===== src/rtl/chm_ram.sv =====
// Generic single-port-write, single-port-read RAM with registered read data.
`timescale 1ns / 1ps
`default_nettype none
module chm_ram #(
  parameter int WIDTH = 8,
  parameter int DEPTH = 16
) (
  input  wire logic                     clk,
  input  wire logic                     we,
  input  wire logic [$clog2(DEPTH)-1:0] waddr,
  input  wire logic [WIDTH-1:0]         wdata,
  input  wire logic [$clog2(DEPTH)-1:0] raddr,
  output logic      [WIDTH-1:0]         rdata
);

  logic [WIDTH-1:0] mem [DEPTH];

  always_ff @(posedge clk) begin
    if (we) begin
      mem[waddr] <= wdata;
    end
    rdata <= mem[raddr];
  end

endmodule
`default_nettype wire


===== config.mk =====
export PLATFORM = sky130hd
export DESIGN_NAME = chm_ram
export DESIGN_NICKNAME = d
export VERILOG_FILES = /design/src/rtl/chm_ram.sv
export SDC_FILE = /design/constraint.sdc
export NUM_CORES = 1
export LEC_CHECK = 0
export ABC_AREA = 1
export BUFFER_PORTS_ARGS = -buffer_cell sky130_fd_sc_hd__buf_2
export CORE_ASPECT_RATIO = 1.2
export CORE_UTILIZATION = 61
export DETAILED_ROUTE_END_ITERATION = 16
export PLACE_DENSITY = 0.89
export SYNTH_ARGS = -nofsm -noshare
export SYNTH_HDL_FRONTEND = slang
export SYNTH_SLANG_ARGS = --single-unit

===== constraint.sdc =====
create_clock -name clk -period 1.4 [get_ports clk]
set_input_delay 0.14 -clock clk [delete_from_list [all_inputs] [get_ports clk]]
set_output_delay 0.14 -clock clk [all_outputs]
set_load 0.005 [all_outputs]

Word level (Yosys, flattened, before mapping)
Memories as Yosys holds them, arrays and structs flattened. A register that Yosys moved wholly into a read port is not among the register bits. Cells that the tools add are included. Widths: inputs -> output; s select.

Register bits: 0. Memory bits (writable): 128. Input port bits: 18. Output and inout bits: 8. Word-level logic and storage cells: 3. Memories: 1.

Memories: mem (depth 16, bits a word 8, read ports 1, clocked after Yosys merged registers in 1, write ports 1, RTL line 16) `logic [WIDTH-1:0] mem [DEPTH];`.

Muxes and demuxes: 2.

Operators with widths (number): $mux 1 (2).

Depth between registers and ports, before layout
Depth after elaboration: 2. Mapped depth: 8. Depth with buffers taken out: 7.

Least setup slack after synthesis
No wires, ideal clock.

Path type: input-to-reg. Start point: in waddr[2]. End point: mem mem[10][0] (enable). Setup time: 0.370 ns. Arrival time: 0.721 ns. Data required time: 1.030 ns. Slack: 0.309 ns. Cell stages on the path: 2. Path buffers: 0. Path through: nand3b_1 nor2_1.

RTL lines: start, declared (RTL line 10) `input wire logic [$clog2(DEPTH)-1:0] waddr,`; end, declared (RTL line 16).

No word-level cell before the write port.

Worst setup path in the final report
Start point: reg rdata[7], read port of mem. End point: out rdata[7].

RTL lines: start, declared (RTL line 13) `output logic [WIDTH-1:0] rdata`.

No word-level cell between the ends.

==> qor.yml <==
run_status:
  status: "finished clean"
finish:
  drive_gt1_share_pct: 13.3
  final_cells: 731
  design_area_mm2: 0.00670
  post-route-util_pct: 73.4
  fin_nets: 616
  area_delta_synth_final_pct: 16.1
  fill_cells: 554
  diodes: 0
clocking:
  worstSkewPairLatency_ns: 0.53
  cts_buffers: 17
  clk_pin_slew_ns: 0.06
  cts_root_buf: "clkbuf_8"
  cts_tree: "done"
  cts_sinks: 136
  cts_buffer_depth: 2
  htree_levels: 4
yosys:
  synthSimpleGateAreaFrac_pct: 21.0
  synth_compound_gate_area_share_pct: 0
  synth-seq-cells: 136
  netlist_instances: 551
  syn_nets: 569
  synthMuxAreaShare_pct: 0
  ys_types: 12
  synth-seq-area-share_pct: 69.4
  synth_top_family_by_area: "simple AND/OR/NAND/NOR gates"
  synth_xor_area_share_pct: 0
  syn_area_mm2: 0.00577
  avgSynthCellArea_um2: 10.5
  ys_warn_count: 0
  synth-adder-area-share_pct: 0
global_route:
  grt_max_degree: 46
  grt-ovfl-total: 0
  grt_use_total_pct: 30.2
  grt_pass1_vias: 4196
  antenna_found_initial: 0
  grt_pass1_wl_um: 21400
setup_path:
  cp_num_buf_inv: 1
  worstPathMaxFanout: 1
  cp_cell_sequence: "buf_2"
  crit_type: "register to primary output"
  cp_top_family: "flip-flops"
  r2r_slack_ns: 0.31
  start_kind: "register"
  required_ns: 1.26
  cp_slowest_stage_delay_ns: 0.37
  end_kind: "primary output"
  arrival_ns: 1.04
  cpMaxStageDelayCell: "dfxtp_1"
sta:
  finalHoldViolCount: 0
  tightest_slew_ns: 0.387
  fmax_ghz: 0.849
  slew_violations: 0
  finClkSkew_ns: 0.00864
  setup_ws_ns: 0.222
  setup_viol: 0
  totalNegativeSetupSlack_ns: 0
  period_share_pct: 84.1
  rsz0062_at_grt: "no"
  min_period_ns: 1.18
  holdWs_ns: 0.0365
  slew_headroom_pct: 74.2
detailed_routing:
  viasPerCell: 5.73
  drt_wl_total_um: 13600
  drt_iter0_markers: 653
  wl_met2_um: 6700
  antenna_left: 0
  vias: 4192
  drc: 0
  top_layer: "met4"
  wl_met3_um: 1400
  wl_per_cell_um: 18.6
  drtPass1Iterations: 6
  wl_met1_um: 4900
die:
  rows: 38
  core-area_mm2: 0.00913
  chipHeight_um: 109
  die_w_um: 90.8
  io_pins: 26
  dieArea_mm2: 0.00985
  start_util_pct: 63.2
power:
  leakage_nw: 2.95
  power_mw: 9.46
  cellPowerDensity_mw_per_mm2: 1410
  ir_drop_v: 0.00118
placed_design:
  dpl_cell_area_mm2: 0.00610
  dpl_worst_slack_ns: 0.116
  portBuffers: 25
  hpwl_um: 7820
  dpl.cell_count: 697
  routabilityCongestion: 0.849
job:
  cap_violations: 0
hold_path:
  min_path_type: "input port to register"
[cells by family (layout without fill, tap and decap cells)]
logic type             Yosys count  in the layout
flip-flops                     136            136
AND/OR/NAND/NOR                289            289
buffers and inverters          126            186
[report_power, final]
| group | switching, mW | leakage (nW) | total, mW | internal [mW] |
|---|---|---|---|---|
| clock network | 1.58 | 0.281 | 4.29 | 2.71 |
| registers | 0.0285 | 1.22 | 4.58 | 4.55 |
| logic | 0.407 | 1.44 | 0.587 | 0.180 |
[Yosys cell counts]
cell type  instances  share of area (%)
nand2_1          173                 11
nand3b_1           2               0.26
inv_1            100                6.5
edfxtp_1         128                 67
inv_2              2               0.13
buf_2             13                1.1
buf_4              4               0.52
dfxtp_1            8                2.8
buf_1              1              0.065
nand3_1           97                8.4
nor2_1            17                1.1
buf_6              6                1.2
[cells in the final DEF (no fill, tap or decap)]
cell / Yosys / layout
nand2_1: 173 / 173
edfxtp_1: 128 / 128
inv_1: 100 / 100
nand3_1: 97 / 97
buf_2: 13 / 25
buf_4: 4 / 22
nor2_1: 17 / 17
clkbuf_16: 0 / 16
dfxtp_1: 8 / 8
clkbuf_8: 0 / 5
clkinv_2: 0 / 4
clkbuf_1: 0 / 3
buf_12: 0 / 3
inv_2: 2 / 2
nand3b_1: 2 / 2
bufinv_16: 0 / 2
clkinvlp_4: 0 / 2
dlygate4sd3_1: 0 / 2
[state kept, by name, summed over array words and instances (netlist names)]
register / flops
rdata: 8
mem: 128
[metal layers]
metal  up-vias  GRT usage, %
li1       1866             -
met2       315          49.1
met3        48          8.93
met4         0          17.5
met5         -             0
met1      1963          36.0
[path summary, 6_finish.rpt]
check,start,to,cells after the start
setup / recovery,rdata[7],rdata[7],1
hold / removal,wdata[3],mem[7][3],1
setup reg to reg,mem[1][6],rdata[6],6
hold reg to reg,mem[14][4],rdata[4],6
[layout make-up]
class / count / area (um2) / area share, %
Sequential cell: 136 / 4000 / 59.8
Multi-Input combinational cell: 289 / 1210 / 18.1
Clock buffer: 24 / 480 / 7.17
Inverter: 102 / 383 / 5.72
Timing Repair Buffer: 52 / 370 / 5.53
Tap cell: 120 / 150 / 2.24
Clock inverter: 8 / 95.1 / 1.42
[timing repair]
item                      in CTS  in global routing
resized for setup              0                  0
hold buffers                   2                  0
buffers inserted               0                  0
hold endpoints to repair      17                  0
No activity file was read; power rests on OpenSTA's default activity.
